**config.mk**
```make
export PLATFORM = sky130hd
export DESIGN_NAME = stream_group_reverse_unit
export DESIGN_NICKNAME = d
export VERILOG_FILES = /design/src/design/sgr_pkg.sv /design/src/design/sgr_front.sv /design/src/design/sgr_queue.sv /design/src/design/sgr_back.sv /design/src/design/stream_group_reverse_unit.sv
export SDC_FILE = /design/constraint.sdc
export NUM_CORES = 1
export LEC_CHECK = 0
export BUFFER_PORTS_ARGS = -buffer_cell sky130_fd_sc_hd__clkbuf_2
export CAP_MARGIN = 20
export CORE_MARGIN = 5
export CORE_UTILIZATION = 63
export CTS_CLUSTER_DIAMETER = 200
export DETAILED_ROUTE_END_ITERATION = 8
export MAX_ROUTING_LAYER = met4
export PLACE_DENSITY_LB_ADDON = 0.12
export SYNTH_ARGS = -nofsm -noshare
export SYNTH_HDL_FRONTEND = slang
export SYNTH_SLANG_ARGS = --single-unit
```
**constraint.sdc**
```tcl
create_clock -name clk -period 5.9 [get_ports clk]
set_input_delay 0.885 -clock clk [delete_from_list [all_inputs] [get_ports clk]]
set_output_delay 0.885 -clock clk [all_outputs]
set_load 0.01 [all_outputs]
```
**src/design/sgr_pkg.sv**
```systemverilog
// ----------------------------------------------------------------------------
// Stream group reverse package
// Item types, register width and the group descriptor shared by the unit.
// ----------------------------------------------------------------------------
package sgr_pkg;

	localparam int DATA_W = 32;
	localparam int CFG_W = 5;
	// Wide enough for a group count at the largest supported group size.
	localparam int GRP_CNT_W = 7;

	typedef struct packed {
		logic signed [DATA_W-1:0] value;
		logic seq_end;
	} in_item_t;

	typedef struct packed {
		logic signed [DATA_W-1:0] out_value;
		logic out_end;
	} out_item_t;

	// One closed group waiting to be drained from its buffer bank.
	typedef struct packed {
		logic bank;
		logic [GRP_CNT_W-1:0] count;
		logic rev;
		logic last;
	} grp_desc_t;

endpackage

```
**src/design/sgr_front.sv**
```systemverilog
// ----------------------------------------------------------------------------
// Stream group reverse front end
// Accepts items, stores them in the fill bank and closes groups.
// ----------------------------------------------------------------------------
module sgr_front
	import sgr_pkg::*;
#(
	parameter int MAX_GROUP = 16,
	parameter int IDX_W = 4,
	parameter int CNT_W = 5
) (
	input  logic clk,
	input  logic arst_n,
	input  logic cfg_we,
	input  logic [CFG_W-1:0] cfg_data,
	input  logic in_valid,
	output logic in_ready,
	input  in_item_t in_item,
	input  logic q_full,
	output logic q_push,
	output grp_desc_t q_desc,
	output logic wr_en,
	output logic wr_bank,
	output logic [IDX_W-1:0] wr_idx,
	output logic [DATA_W-1:0] wr_data
);

	logic [CFG_W-1:0] group_size_q;
	logic [CNT_W-1:0] fill_q;
	logic bank_q;
	logic accept;
	logic [6:0] k_eff;
	logic [6:0] size_ext;
	logic [6:0] n_next;
	logic full_group;
	logic close_grp;

	// Group size register.
	always_ff @(posedge clk or negedge arst_n) begin
		if (!arst_n) begin
			group_size_q <= CFG_W'(1);
		end else if (cfg_we) begin
			group_size_q <= cfg_data;
		end
	end

	// Effective group length: zero acts as one, large values saturate.
	always_comb begin
		size_ext = 7'(group_size_q);
		if (size_ext == 7'd0) begin
			k_eff = 7'd1;
		end else if (size_ext > 7'(MAX_GROUP)) begin
			k_eff = 7'(MAX_GROUP);
		end else begin
			k_eff = size_ext;
		end
	end

	// Classify the item: does it close the current group?
	always_comb begin
		in_ready = !q_full;
		accept = in_valid && in_ready;
		n_next = 7'(fill_q) + 7'd1;
		full_group = n_next >= k_eff;
		close_grp = full_group || in_item.seq_end;
		q_push = accept && close_grp;
		q_desc.bank = bank_q;
		q_desc.count = GRP_CNT_W'(n_next);
		q_desc.rev = full_group;
		q_desc.last = in_item.seq_end;
		wr_en = accept;
		wr_bank = bank_q;
		wr_idx = IDX_W'(fill_q);
		wr_data = in_item.value;
	end

	// Fill count and bank select.
	always_ff @(posedge clk or negedge arst_n) begin
		if (!arst_n) begin
			fill_q <= '0;
			bank_q <= 1'b0;
		end else if (accept) begin
			if (close_grp) begin
				fill_q <= '0;
				bank_q <= !bank_q;
			end else begin
				fill_q <= CNT_W'(n_next);
			end
		end
	end

endmodule

```
**src/design/sgr_queue.sv**
```systemverilog
// ----------------------------------------------------------------------------
// Stream group reverse descriptor queue
// Two-entry queue of closed groups between the front and back ends.
// ----------------------------------------------------------------------------
module sgr_queue
	import sgr_pkg::*;
(
	input  logic clk,
	input  logic arst_n,
	input  logic push,
	input  grp_desc_t push_desc,
	output logic full,
	input  logic pop,
	output logic head_valid,
	output grp_desc_t head_desc
);

	grp_desc_t entry_q [2];
	logic wr_ptr_q;
	logic rd_ptr_q;
	logic [1:0] count_q;

	always_comb begin
		full = count_q == 2'd2;
		head_valid = count_q != 2'd0;
		head_desc = entry_q[rd_ptr_q];
	end

	// Entry storage.
	always_ff @(posedge clk) begin
		if (push) begin
			entry_q[wr_ptr_q] <= push_desc;
		end
	end

	// Pointers and occupancy.
	always_ff @(posedge clk or negedge arst_n) begin
		if (!arst_n) begin
			wr_ptr_q <= 1'b0;
			rd_ptr_q <= 1'b0;
			count_q <= 2'd0;
		end else begin
			if (push) begin
				wr_ptr_q <= !wr_ptr_q;
			end
			if (pop) begin
				rd_ptr_q <= !rd_ptr_q;
			end
			case ({push, pop})
				2'b10: count_q <= count_q + 2'd1;
				2'b01: count_q <= count_q - 2'd1;
				default: count_q <= count_q;
			endcase
		end
	end

endmodule

```
**src/design/sgr_back.sv**
```systemverilog
// ----------------------------------------------------------------------------
// Stream group reverse back end
// Holds the two-bank buffer and drains closed groups to the output.
// ----------------------------------------------------------------------------
module sgr_back
	import sgr_pkg::*;
#(
	parameter int IDX_W = 4,
	parameter int CNT_W = 5
) (
	input  logic clk,
	input  logic arst_n,
	input  logic wr_en,
	input  logic wr_bank,
	input  logic [IDX_W-1:0] wr_idx,
	input  logic [DATA_W-1:0] wr_data,
	input  logic head_valid,
	input  grp_desc_t head_desc,
	output logic pop,
	output logic out_valid,
	input  logic out_ready,
	output out_item_t out_item
);

	localparam int DEPTH = 2 * (1 << IDX_W);

	logic [DATA_W-1:0] mem [DEPTH];
	logic [CNT_W-1:0] idx_q;
	logic [CNT_W-1:0] cnt;
	logic [CNT_W-1:0] rd_pos;
	logic at_last;
	logic issue;
	logic out_valid_q;
	out_item_t out_item_q;

	// Read order: reversed for a full group, arrival order otherwise.
	always_comb begin
		cnt = CNT_W'(head_desc.count);
		rd_pos = head_desc.rev ? (cnt - CNT_W'(1) - idx_q) : idx_q;
		at_last = idx_q == (cnt - CNT_W'(1));
		issue = head_valid && (!out_valid_q || out_ready);
		pop = issue && at_last;
		out_valid = out_valid_q;
		out_item = out_item_q;
	end

	// Buffer write port.
	always_ff @(posedge clk) begin
		if (wr_en) begin
			mem[{wr_bank, wr_idx}] <= wr_data;
		end
	end

	// Buffer read port; the read register is the output register.
	always_ff @(posedge clk) begin
		if (issue) begin
			out_item_q.out_value <= mem[{head_desc.bank, IDX_W'(rd_pos)}];
			out_item_q.out_end <= head_desc.last && at_last;
		end
	end

	// Drain position and output valid.
	always_ff @(posedge clk or negedge arst_n) begin
		if (!arst_n) begin
			idx_q <= '0;
			out_valid_q <= 1'b0;
		end else begin
			if (issue) begin
				idx_q <= at_last ? '0 : idx_q + CNT_W'(1);
				out_valid_q <= 1'b1;
			end else if (out_ready) begin
				out_valid_q <= 1'b0;
			end
		end
	end

endmodule

```
**src/design/stream_group_reverse_unit.sv**
```systemverilog
// A closed group is queued; its first result is then loaded into the output register.
// Throughput: one item per cycle in and one result per cycle out while out_ready is
// high, sustained by two buffer banks, one filling while the other drains through a
// single read port. The front stalls only while both banks hold closed groups
// not yet drained. Reset clears counts, queue and output valid and sets group_size to 1;
// buffer contents stay undefined until written.
// ----------------------------------------------------------------------------
// Stream group reverse unit
// Reverses a stream of values in groups of group_size, passing a short tail
// through in arrival order.
// ----------------------------------------------------------------------------
module stream_group_reverse_unit
	import sgr_pkg::*;
#(
	parameter int MAX_GROUP = 16
) (
	input  logic clk,
	input  logic arst_n,
	input  logic cfg_we,
	input  logic [CFG_W-1:0] cfg_data,
	input  logic in_valid,
	output logic in_ready,
	input  in_item_t in_item,
	output logic out_valid,
	input  logic out_ready,
	output out_item_t out_item
);

	localparam int IDX_W = (MAX_GROUP > 1) ? $clog2(MAX_GROUP) : 1;
	localparam int CNT_W = $clog2(MAX_GROUP + 1);

	logic q_full;
	logic q_push;
	grp_desc_t q_desc;
	logic q_pop;
	logic head_valid;
	grp_desc_t head_desc;
	logic wr_en;
	logic wr_bank;
	logic [IDX_W-1:0] wr_idx;
	logic [DATA_W-1:0] wr_data;

	// Front end: accept, store and close groups.
	sgr_front #(
		.MAX_GROUP(MAX_GROUP),
		.IDX_W(IDX_W),
		.CNT_W(CNT_W)
	) u_front (
		.clk(clk),
		.arst_n(arst_n),
		.cfg_we(cfg_we),
		.cfg_data(cfg_data),
		.in_valid(in_valid),
		.in_ready(in_ready),
		.in_item(in_item),
		.q_full(q_full),
		.q_push(q_push),
		.q_desc(q_desc),
		.wr_en(wr_en),
		.wr_bank(wr_bank),
		.wr_idx(wr_idx),
		.wr_data(wr_data)
	);

	// Closed groups waiting to drain.
	sgr_queue u_queue (
		.clk(clk),
		.arst_n(arst_n),
		.push(q_push),
		.push_desc(q_desc),
		.full(q_full),
		.pop(q_pop),
		.head_valid(head_valid),
		.head_desc(head_desc)
	);

	// Back end: buffer and drain sequencer.
	sgr_back #(
		.IDX_W(IDX_W),
		.CNT_W(CNT_W)
	) u_back (
		.clk(clk),
		.arst_n(arst_n),
		.wr_en(wr_en),
		.wr_bank(wr_bank),
		.wr_idx(wr_idx),
		.wr_data(wr_data),
		.head_valid(head_valid),
		.head_desc(head_desc),
		.pop(q_pop),
		.out_valid(out_valid),
		.out_ready(out_ready),
		.out_item(out_item)
	);

endmodule

```
==> results.tsv, run 1 <==
metric	value	unit
post_cts_buffers	0	
rr_worst_depth	12	
clk_path_buf_depth	3	
via_per_inst	6.632	
status	finished, final reports clean	
cts.repair.resized	0	
r2r_setup_slack	1.27	ns
critPathRequiredTime	6.27	ns
synth_warnings	0	
finalHoldViolations	0	
cp.arrival	5.01	ns
crit_type	reg2reg	
wire_per_inst	30.77	µm
synth_edf_count	1073	
grt_pass1_wl	150600	µm
ios	78	
remaining_drc_errors	0	
fmax	0.2159	GHz
cp-end-kind	flop	
p_leak	16.08	nW
synth_cell_type_count	39	
cp_slowest_cell	mux2i_1	
vias	22477	
core_area	67400	µm²
wirelength	104300	µm
final_nets	2484	
drtIter0Drc	2488	
grt_overflow	0	
synth_ff_type	edfxtp_1	
place.gp.congestion	0.8013	
die_area	73470	µm²
crit_fanout	43	
drive_gt1_share	17.79	%
firstDrtPassIters	5	
rsz0062_at_grt	no	
critical-path-top-delay-family	multiplexers	
ir_drop	646.4	µV
setup.worst_path.end	u_back.out_item[23]$_DFFE_PP_	
insertion_delay	0.66	ns
die_height	271.1	µm
ys_ff_latch	1094	
cts_made_buffers	104	
critical_path_depth	12	
ant_nets	0	
grt_max_degree	159	
critPathLaunchType	flop	
fin_skew	0.02708	ns
r2r_start	u_queue.rd_ptr_q$_DFFE_PN0P_	
htreeDepth	3	
synthArstFlopShare	1.920	%
cp_common_cell	mux2i_1	
hold_class	in2async	
tightestPinTransition	1.207	ns
fin_cells	3389	
fin_crit_sh	78.51	%
syn_to_final_growth	11.56	%
critPathMaxStageDelay	0.65	ns
port_buffers	77	
synthesis.nets	2368	
worstReg2RegEnd	u_back.out_item[23]$_DFFE_PP_	
synth.yosys.seq_area_share	76.27	%
path_clk_slew	0.06	ns
row_count	95	
dp_cells	3192	
avgSynthCellArea	18.59	µm²
cap_viol_max_count	0	
cts_tree	built	
cts_root_buf	clkbuf_16	
synthCells	2309	
globalRouteTotalUtil	28.89	%
cellPowerDensity	593.5	nW/µm²
grt_pass1_vias	22431	
die_w	271.1	µm
tns	0	ns
cts_sinks	1094	
start_util	63.70	%
cts_hold_buf	0	
syn_area	42930	µm²
path_cells	mux2i_1, inv_1, ha_1, fa_1, mux2i_1, nand2_4, buf_4, buf_4, o22ai_1, a221oi_1, mux2i_1, a211oi_1	
period_needed	4.632	ns
hpwlAfterDp	56970	µm
setup_viol	0	
antenna_found_initial	11	
worst-path-buf-inv	3	
final_max_slew_viol_count	0	
slew_headroom	19.37	%
startpoint	u_queue.rd_ptr_q$_DFFE_PN0P_	
[cell type report]
| type | count | area (µm²) |
|---|---|---|
| Timing Repair Buffer | 148 | 1056 |
| Sequential cell | 1094 | 32750 |
| Clock inverter | 51 | 454.2 |
| Fill cell | 4117 | 19500 |
| Antenna cell | 9 | 22.52 |
| Tap cell | 873 | 1092 |
| Clock buffer | 137 | 2800 |
| Inverter | 12 | 45.04 |
| Multi-Input combinational cell | 1065 | 9679 |
[kinds of logic after synthesis]
group	Yosys count	share of synthesized area (%)
flops	1094	76.27
mux	561	13.90
compound gates	314	5.388
simple gates	157	1.731
buf+inv	150	1.874
xor+xnor	17	0.3468
fa+ha+maj	16	0.4838
[metal layers]
layer / vias up / track usage [%] / share of wire [%]
met1: 11556 / 38.99 / 40
met3: 210 / 6.291 / 9.3
met2: 1053 / 44.90 / 48
met4: 0 / 9.220 / 3.2
li1: 9658 / - / -
met5: - / - / 0
[cell usage after synthesis (all sizes together), types with 12 or more instances]
master  instances  area (µm²)
a211oi         32       240.2
ha             15       187.7
inv            12       45.04
mux2i         299        3018
clkbuf         57       214.0
nor3           68       340.3
edfxtp       1073       32220
a221oi        128        1121
buf            81       545.5
nand2          24       90.09
nor2           40       150.1
o21ai          13       65.06
mux2          262        2950
dfrtp          20       500.5
o22ai         130       813.3
[where the power goes]
group	total [mW]	internal, mW	switching [mW]
clock network	6.42	3.67	2.74
logic	12.5	4.89	7.63
registers	9.49	9.24	0.247
total	28.4	17.8	10.6
[stage by stage]
step	setup WS (ns)	total power [mW]	instance area (µm²)	hold WS, ns	util [%]
3_5_place_dp	1.318	22.02	44620	0.4825	66.21
2_1_floorplan	2.613	18.46	42930	0.4402	-
5_1_grt	1.007	29.65	47900	0.2537	71.07
4_1_cts	1.304	28.41	47870	0.2126	71.04
6_report	1.268	28.43	47900	0.2272	71.07
3_3_place_gp	1.453	21.80	44520	0.4759	66.06
[flip-flops by register name (all words and copies together) (netlist names), 2 cells and up]
register and cells:
u_front.fill_q 5, u_back.out_item 33, u_queue.entry_q 16, u_back.idx_q 5
u_queue.count_q 2, u_front.group_size_q 5, u_back.mem 1024
[worst min-delay path by stage]
stage,start,to,cells past startpoint
global route,arst_n,u_front.group_size_q[2]$_DFFE_PN0P_,1
finish,arst_n,u_front.group_size_q[2]$_DFFE_PN0P_,1
detailed placement,u_queue.wr_ptr_q$_DFFE_PN0N_,u_queue.wr_ptr_q$_DFFE_PN0N_,1
floorplan,u_front.wr_bank$_DFFE_PN0N_,u_queue.entry_q[0][8]$_DFFE_PP_,0
global placement,u_back.out_valid$_DFFE_PN0P_,u_back.out_valid$_DFFE_PN0P_,2
CTS,arst_n,u_front.group_size_q[2]$_DFFE_PN0P_,1
[cells in the final DEF (no fill, tap or decap), drive strengths merged, types with 7 or more instances in the layout]
| cell type | n |
|---|---|
| xnor2 | 10 |
| clkinv | 39 |
| xor2 | 7 |
| dfrtp | 20 |
| nor3 | 68 |
| a211oi | 32 |
| nand2 | 24 |
| inv | 14 |
| mux2i | 299 |
| a221oi | 128 |
| ha | 15 |
| bufinv | 8 |
| diode | 9 |
| o21ai | 13 |
| clkbuf | 214 |
| mux2 | 262 |
| nor2 | 40 |
| buf | 71 |
| o22ai | 130 |
| edfxtp | 1073 |
[worst register-to-register path, cell delays in order (launching register included)]
cell      delay, ns
dfrtp_1        0.51
mux2i_1        0.34
inv_1          0.08
ha_1           0.22
fa_1           0.47
mux2i_1        0.65
nand2_4        0.61
buf_4          0.53
buf_4          0.38
o22ai_1        0.17
a221oi_1       0.08
mux2i_1        0.21
a211oi_1       0.11
(Power assumes the default switching activity.)
==> run 2: changes to the inputs <==
CORE_UTILIZATION = 62   (was 63)
clock period = 4.3 ns   (was 5.9 ns; I/O delays follow)
==> results.tsv, run 2 (same netlist as run 1, synthesis figures left out) <==
metric	value	unit	change
p_leak	16.28	nW	+1.2%
crit_fanout	46		+7.0%
vias	22478		+0.0044%
cts_sinks	1094		unchanged
sw_frac_of_total	36.89	%	-0.48 points
final_cell_mix	edfxtp_1, mux2i_1, mux2_1		
row_count	96		+1.1%
via_per_inst	6.489		-2.2%
wirelength	103300	µm	-0.94%
die_w	273.2	µm	+0.77%
fmax	0.2704	GHz	+25%
cellPowerDensity	817.8	nW/µm²	+38%
power_frac_clock	22.7	%	about the same
net-switching-power	14.60	mW	+37%
critPathRequiredTime	4.71	ns	-1.56 ns
dp_cells	3262		+2.2%
ios	78		unchanged
p_seq_share	33.0	%	-0.4 points
cap_viol_max_count	0		unchanged
grt_overflow	0		unchanged
hold_class	in2reg		
critPathLaunchType	flop		
period_needed	3.698	ns	-0.9346 ns
seq_area	32750	µm²	unchanged
grt_pass1_vias	22439		+0.036%
fin_crit_sh	85.99	%	+7.5 points
globalRouteTotalUtil	28.42	%	-0.48 points
crit_type	reg2reg		
core_area	68590	µm²	+1.8%
syn_to_final_growth	12.70	%	
cts_root_buf	clkbuf_16		
cp-end-kind	flop		
clk_path_buf_depth	3		unchanged
drive_gt1_share	18.53	%	+0.74 points
combPwrFrac	44.3	%	+0.3 points
ant_nets	0		unchanged
top_register	u_back.mem		
die_height	273.2	µm	+0.77%
tightestPinTransition	1.025	ns	-0.1815 ns
path_clk_slew	0.07	ns	about the same
hpwlAfterDp	54180	µm	-4.9%
remaining_drc_errors	0		unchanged
htreeDepth	3		unchanged
cts_tree	built		
final_nets	2497		+0.52%
setup_viol	0		unchanged
cp_slowest_cell	a221oi_1		
path_cells	mux2i_1, inv_1, ha_1, fa_1, xnor2_1, mux2i_1, nor2_4, buf_4, a221oi_1, nor3_1, a211oi_1		
cts_made_buffers	104		unchanged
internal-power	24.97	mW	+40%
firstDrtPassIters	5		unchanged
largest_register_ffs	1024		unchanged
port_buffers	77		unchanged
cp_common_cell	mux2i_1		
critPathMaxStageDelay	0.53	ns	-0.12 ns
final_max_slew_viol_count	0		unchanged
tns	0	ns	unchanged
die_area	74610	µm²	+1.6%
antenna_found_initial	9		-2
rsz0062_at_grt	no		
status	finished, final reports clean		
fin_skew	0.02279	ns	-0.004293 ns
grt_max_degree	80		-50%
insertion_delay	0.66	ns	about the same
total_power	39.57	mW	+39%
wire_per_inst	29.82	µm	-3.1%
fin_cells	3464		+2.2%
fill_cells	4229		+2.7%
place.gp.congestion	0.8175		+2.0%
slew_headroom	30.19	%	+11 points
grt_pass1_wl	150300	µm	-0.16%
finalHoldViolations	0		unchanged
cp.arrival	4.11	ns	-0.90 ns
drtIter0Drc	2208		-11%
final_common_cell	edfxtp_1		
start_util	62.60	%	-1.1 points
ir_drop	1199	µV	+86%
multi_input_area	9679	µm²	unchanged
## run 2: worst paths after layout
check                                             start                             endpoint  slack (ns)  cells after the start
setup / recovery           u_queue.rd_ptr_q$_DFFE_PN0P_         u_back.out_item[1]$_DFFE_PP_        0.60                     11
hold / removal                              cfg_data[4]  u_front.group_size_q[4]$_DFFE_PN0P_        0.21                      3
setup reg to reg           u_queue.rd_ptr_q$_DFFE_PN0P_         u_back.out_item[1]$_DFFE_PP_        0.60                     11
hold reg to reg            u_queue.wr_ptr_q$_DFFE_PN0N_         u_queue.wr_ptr_q$_DFFE_PN0N_        0.50                      1
max in group asynchronous                        arst_n        u_front.fill_q[1]$_DFFE_PN0P_        3.40                      2
min in group asynchronous                        arst_n  u_front.group_size_q[3]$_DFFE_PN0P_        0.52                      2
## run 2: layer usage
layer | routed length (µm) | track usage, % | up-vias
li1 | - | - | 9716
met1 | 41240 | 39.38 | 11601
met2 | 50310 | 44.52 | 1007
met3 | 9394 | 5.601 | 154
met4 | 2360 | 7.115 | 0
met5 | 0 | - | -
## run 2: timing repair
item                                   CTS  global route
gates resized for setup                  0             0
hold buffers                             1             0
endpoints found under the hold margin   20             0
setup buffers                            0             0
## run 2: critical path: cells and delay by family (launching register included)
kind / cells / cell delay (ns)
AOI/OAI and AO/OA: 2 / 0.93
xor gates and xnor gates: 1 / 0.16
adders and majority gates: 2 / 0.63
buffers and inverters: 2 / 0.44
DFF: 1 / 0.43
muxes: 2 / 0.68
and+or+nand+nor: 2 / 0.19
## run 2: area by class of cell
cell class                 count  area share [%]
antenna                        7         0.03620
clock buffer                 134           5.784
clock inverter                60           1.169
inverter                      12         0.09309
multi-input combinational   1065           20.00
sequential                  1094           67.68
tap                          931           2.407
timing repair buffer         161           2.829
## run 2: power by group through the flow
stage               Sequential (mW)  Clock [mW]  Combinational [mW]
floorplan                      13.2           0                12.2
global placement               13.2           0                17.2
detailed placement             13.3           0                17.4
CTS                            13.0        9.11                17.5
global route                   13.1        9.59                18.7
finish                         13.0        9.00                17.5
## run 2: metrics by stage
stage          utilization [%]  setup slack [ns]  instance area, µm²  hold WS, ns
2_1_floorplan                -             1.125               42930       0.3494
3_3_place_gp             65.60            0.6902               45000       0.4837
3_5_place_dp             65.60            0.6816               45000       0.4880
4_1_cts                  70.53            0.6304               48370       0.1805
5_1_grt                  70.55            0.3734               48390       0.2287
6_report                 70.55            0.6024               48390       0.2117
==> run 3: changes to the inputs <==
CORE_ASPECT_RATIO = 0.75   (was not set)
==> results.tsv, run 3 (same netlist as run 1, synthesis figures left out) <==
metric	value	unit	change
status	finished, final reports clean		
cp-end-kind	flop		
crit_type	reg2reg		
finalHoldViolations	0		unchanged
path_cells	mux2i_1, inv_1, ha_1, fa_1, xnor2_1, mux2i_1, nand2_4, buf_4, o22ai_1, a221oi_1, nor3_1, a211oi_1		
core_area	68540	µm²	about the same
largest_register_ffs	1024		unchanged
rsz0062_at_grt	no		
wire_per_inst	31.22	µm	+4.7%
tightestPinTransition	0.9897	ns	-0.03555 ns
top_register	u_back.mem		
dp_cells	3224		-1.2%
vias	22595		+0.52%
r2r_setup_slack	0.26	ns	-0.34 ns
post_cts_buffers	0		unchanged
cap_viol_max_count	0		unchanged
final_nets	2494		-0.12%
drtIter0Drc	2870		+30%
rr_worst_depth	12		+1
cp_slowest_cell	dfrtp_1		
ir_drop	1430	µV	+19%
start_util	62.64	%	about the same
die_w	313.9	µm	+15%
path_clk_slew	0.06	ns	about the same
cp_common_cell	mux2i_1		
critPathMaxStageDelay	0.61	ns	+0.08 ns
critPathLaunchType	flop		
pre_cts_ws	0.3393	ns	-0.3424 ns
min_from	in_item[0]		
cp.arrival	4.47	ns	+0.36 ns
drive_gt1_share	18.29	%	-0.24 points
grt_max_degree	102		+28%
final_core_utilization	70.13	%	-0.42 points
crit_fanout	32		-30%
setup_viol	0		unchanged
die_area	74670	µm²	about the same
fill_cells	4267		+0.90%
insertion_delay	0.66	ns	about the same
fin_skew	0.01737	ns	-0.005421 ns
die_height	237.9	µm	-13%
grt_pass1_wl	153500	µm	+2.1%
clk_path_buf_depth	3		unchanged
cts_hold_buf	1		unchanged
via_per_inst	6.630		+2.2%
cts_root_buf	clkbuf_16		
min_to	u_queue.entry_q[1][0]$_DFFE_PP_		
cts_sinks	1094		unchanged
final_common_cell	edfxtp_1		
ios	78		unchanged
worst_slack	0.2647	ns	-0.3378 ns
syn_to_final_growth	11.96	%	
fin_crit_sh	93.84	%	+7.9 points
worstReg2RegEnd	u_back.out_item[22]$_DFFE_PP_		
remaining_drc_errors	0		unchanged
port_buffers	77		unchanged
period_needed	4.035	ns	+0.3378 ns
hold_path_depth	1		-2
p_leak	16.16	nW	-0.76%
critical-path-top-delay-family	compound AO/OA/AOI/OAI gates		
worst-path-buf-inv	2		unchanged
firstDrtPassIters	6		+1
slew_headroom	34.02	%	+3.8 points
row_count	83		-14%
cellPowerDensity	816.1	nW/µm²	-0.21%
hold_class	in2reg		
cts_made_buffers	100		-3.8%
cts.repair.resized	0		unchanged
globalRouteTotalUtil	29.31	%	+0.89 points
place.gp.congestion	0.8168		about the same
tns	0	ns	unchanged
final_cell_mix	edfxtp_1, mux2i_1, mux2_1		
hpwlAfterDp	56170	µm	+3.7%
wirelength	106400	µm	+3.0%
fmax	0.2478	GHz	-8.4%
final_max_slew_viol_count	0		unchanged
cts_tree	built		
htreeDepth	3		unchanged
fin_cells	3408		-1.6%
grt_overflow	0		unchanged
ant_nets	0		unchanged
critPathRequiredTime	4.74	ns	+0.03 ns
antenna_found_initial	8		-1
r2r_start	u_queue.rd_ptr_q$_DFFE_PN0P_		
grt_pass1_vias	22401		-0.17%
run 3: metal layers:
metal  wire length [µm]  GRT usage, %
met5                  0             -
met4               2331         6.763
met3              10150         7.076
met2              49440         44.14
met1              44480         41.69
run 3: worst max-delay path by stage:
stage | startpoint | endpoint | slack, ns | cells past startpoint
2_1_floorplan | u_queue.rd_ptr_q$_DFFE_PN0P_ | u_back.out_item[18]$_DFFE_PP_ | 1.12 | 14
3_3_place_gp | u_queue.rd_ptr_q$_DFFE_PN0P_ | u_back.out_item[22]$_DFFE_PP_ | 0.40 | 12
3_5_place_dp | u_queue.rd_ptr_q$_DFFE_PN0P_ | u_back.out_item[3]$_DFFE_PP_ | 0.34 | 12
4_1_cts | u_queue.rd_ptr_q$_DFFE_PN0P_ | u_back.out_item[22]$_DFFE_PP_ | 0.28 | 12
5_1_grt | u_queue.rd_ptr_q$_DFFE_PN0P_ | u_back.out_item[22]$_DFFE_PP_ | 0.03 | 12
6_report | u_queue.rd_ptr_q$_DFFE_PN0P_ | u_back.out_item[22]$_DFFE_PP_ | 0.26 | 12
run 3: stage by stage:
stage | power (mW) | cell area [µm²] | hold slack [ns]
after CTS | 39.26 | 48050 | 0.1561
after global routing | 41.03 | 48070 | 0.1740
after global placement | 30.47 | 44970 | 0.4788
after floorplan | 25.33 | 42930 | 0.3494
final | 39.23 | 48070 | 0.1916
after detailed placement | 30.83 | 44970 | 0.4918
run 3: cell type report:
type,count,area (µm²),share of cell area [%]
timing repair buffer,162,1389,2.889
inverter,12,45.04,0.09371
clock inverter,59,464.2,0.9657
tap,892,1116,2.322
clock buffer,118,2613,5.435
sequential,1094,32750,68.13
multi-input combinational,1065,9679,20.14
antenna,6,15.01,0.03124
run 3: power breakdown:
part	total [mW]	internal (mW)	switching (mW)	leakage (nW)
clock network	8.46	4.73	3.72	1.52
logic	17.7	7.06	10.6	4.70
registers	13.1	12.7	0.391	9.93
total	39.2	24.5	14.7	16.2
run 3: worst reg2reg max path: stages, from the launching register on:
cell and delay, ns:
dfrtp_1 0.61, mux2i_1 0.37, inv_1 0.10, ha_1 0.23, fa_1 0.41, xnor2_1 0.27, mux2i_1 0.23, nand2_4 0.18
buf_4 0.44, o22ai_1 0.22, a221oi_1 0.34, nor3_1 0.09, a211oi_1 0.33
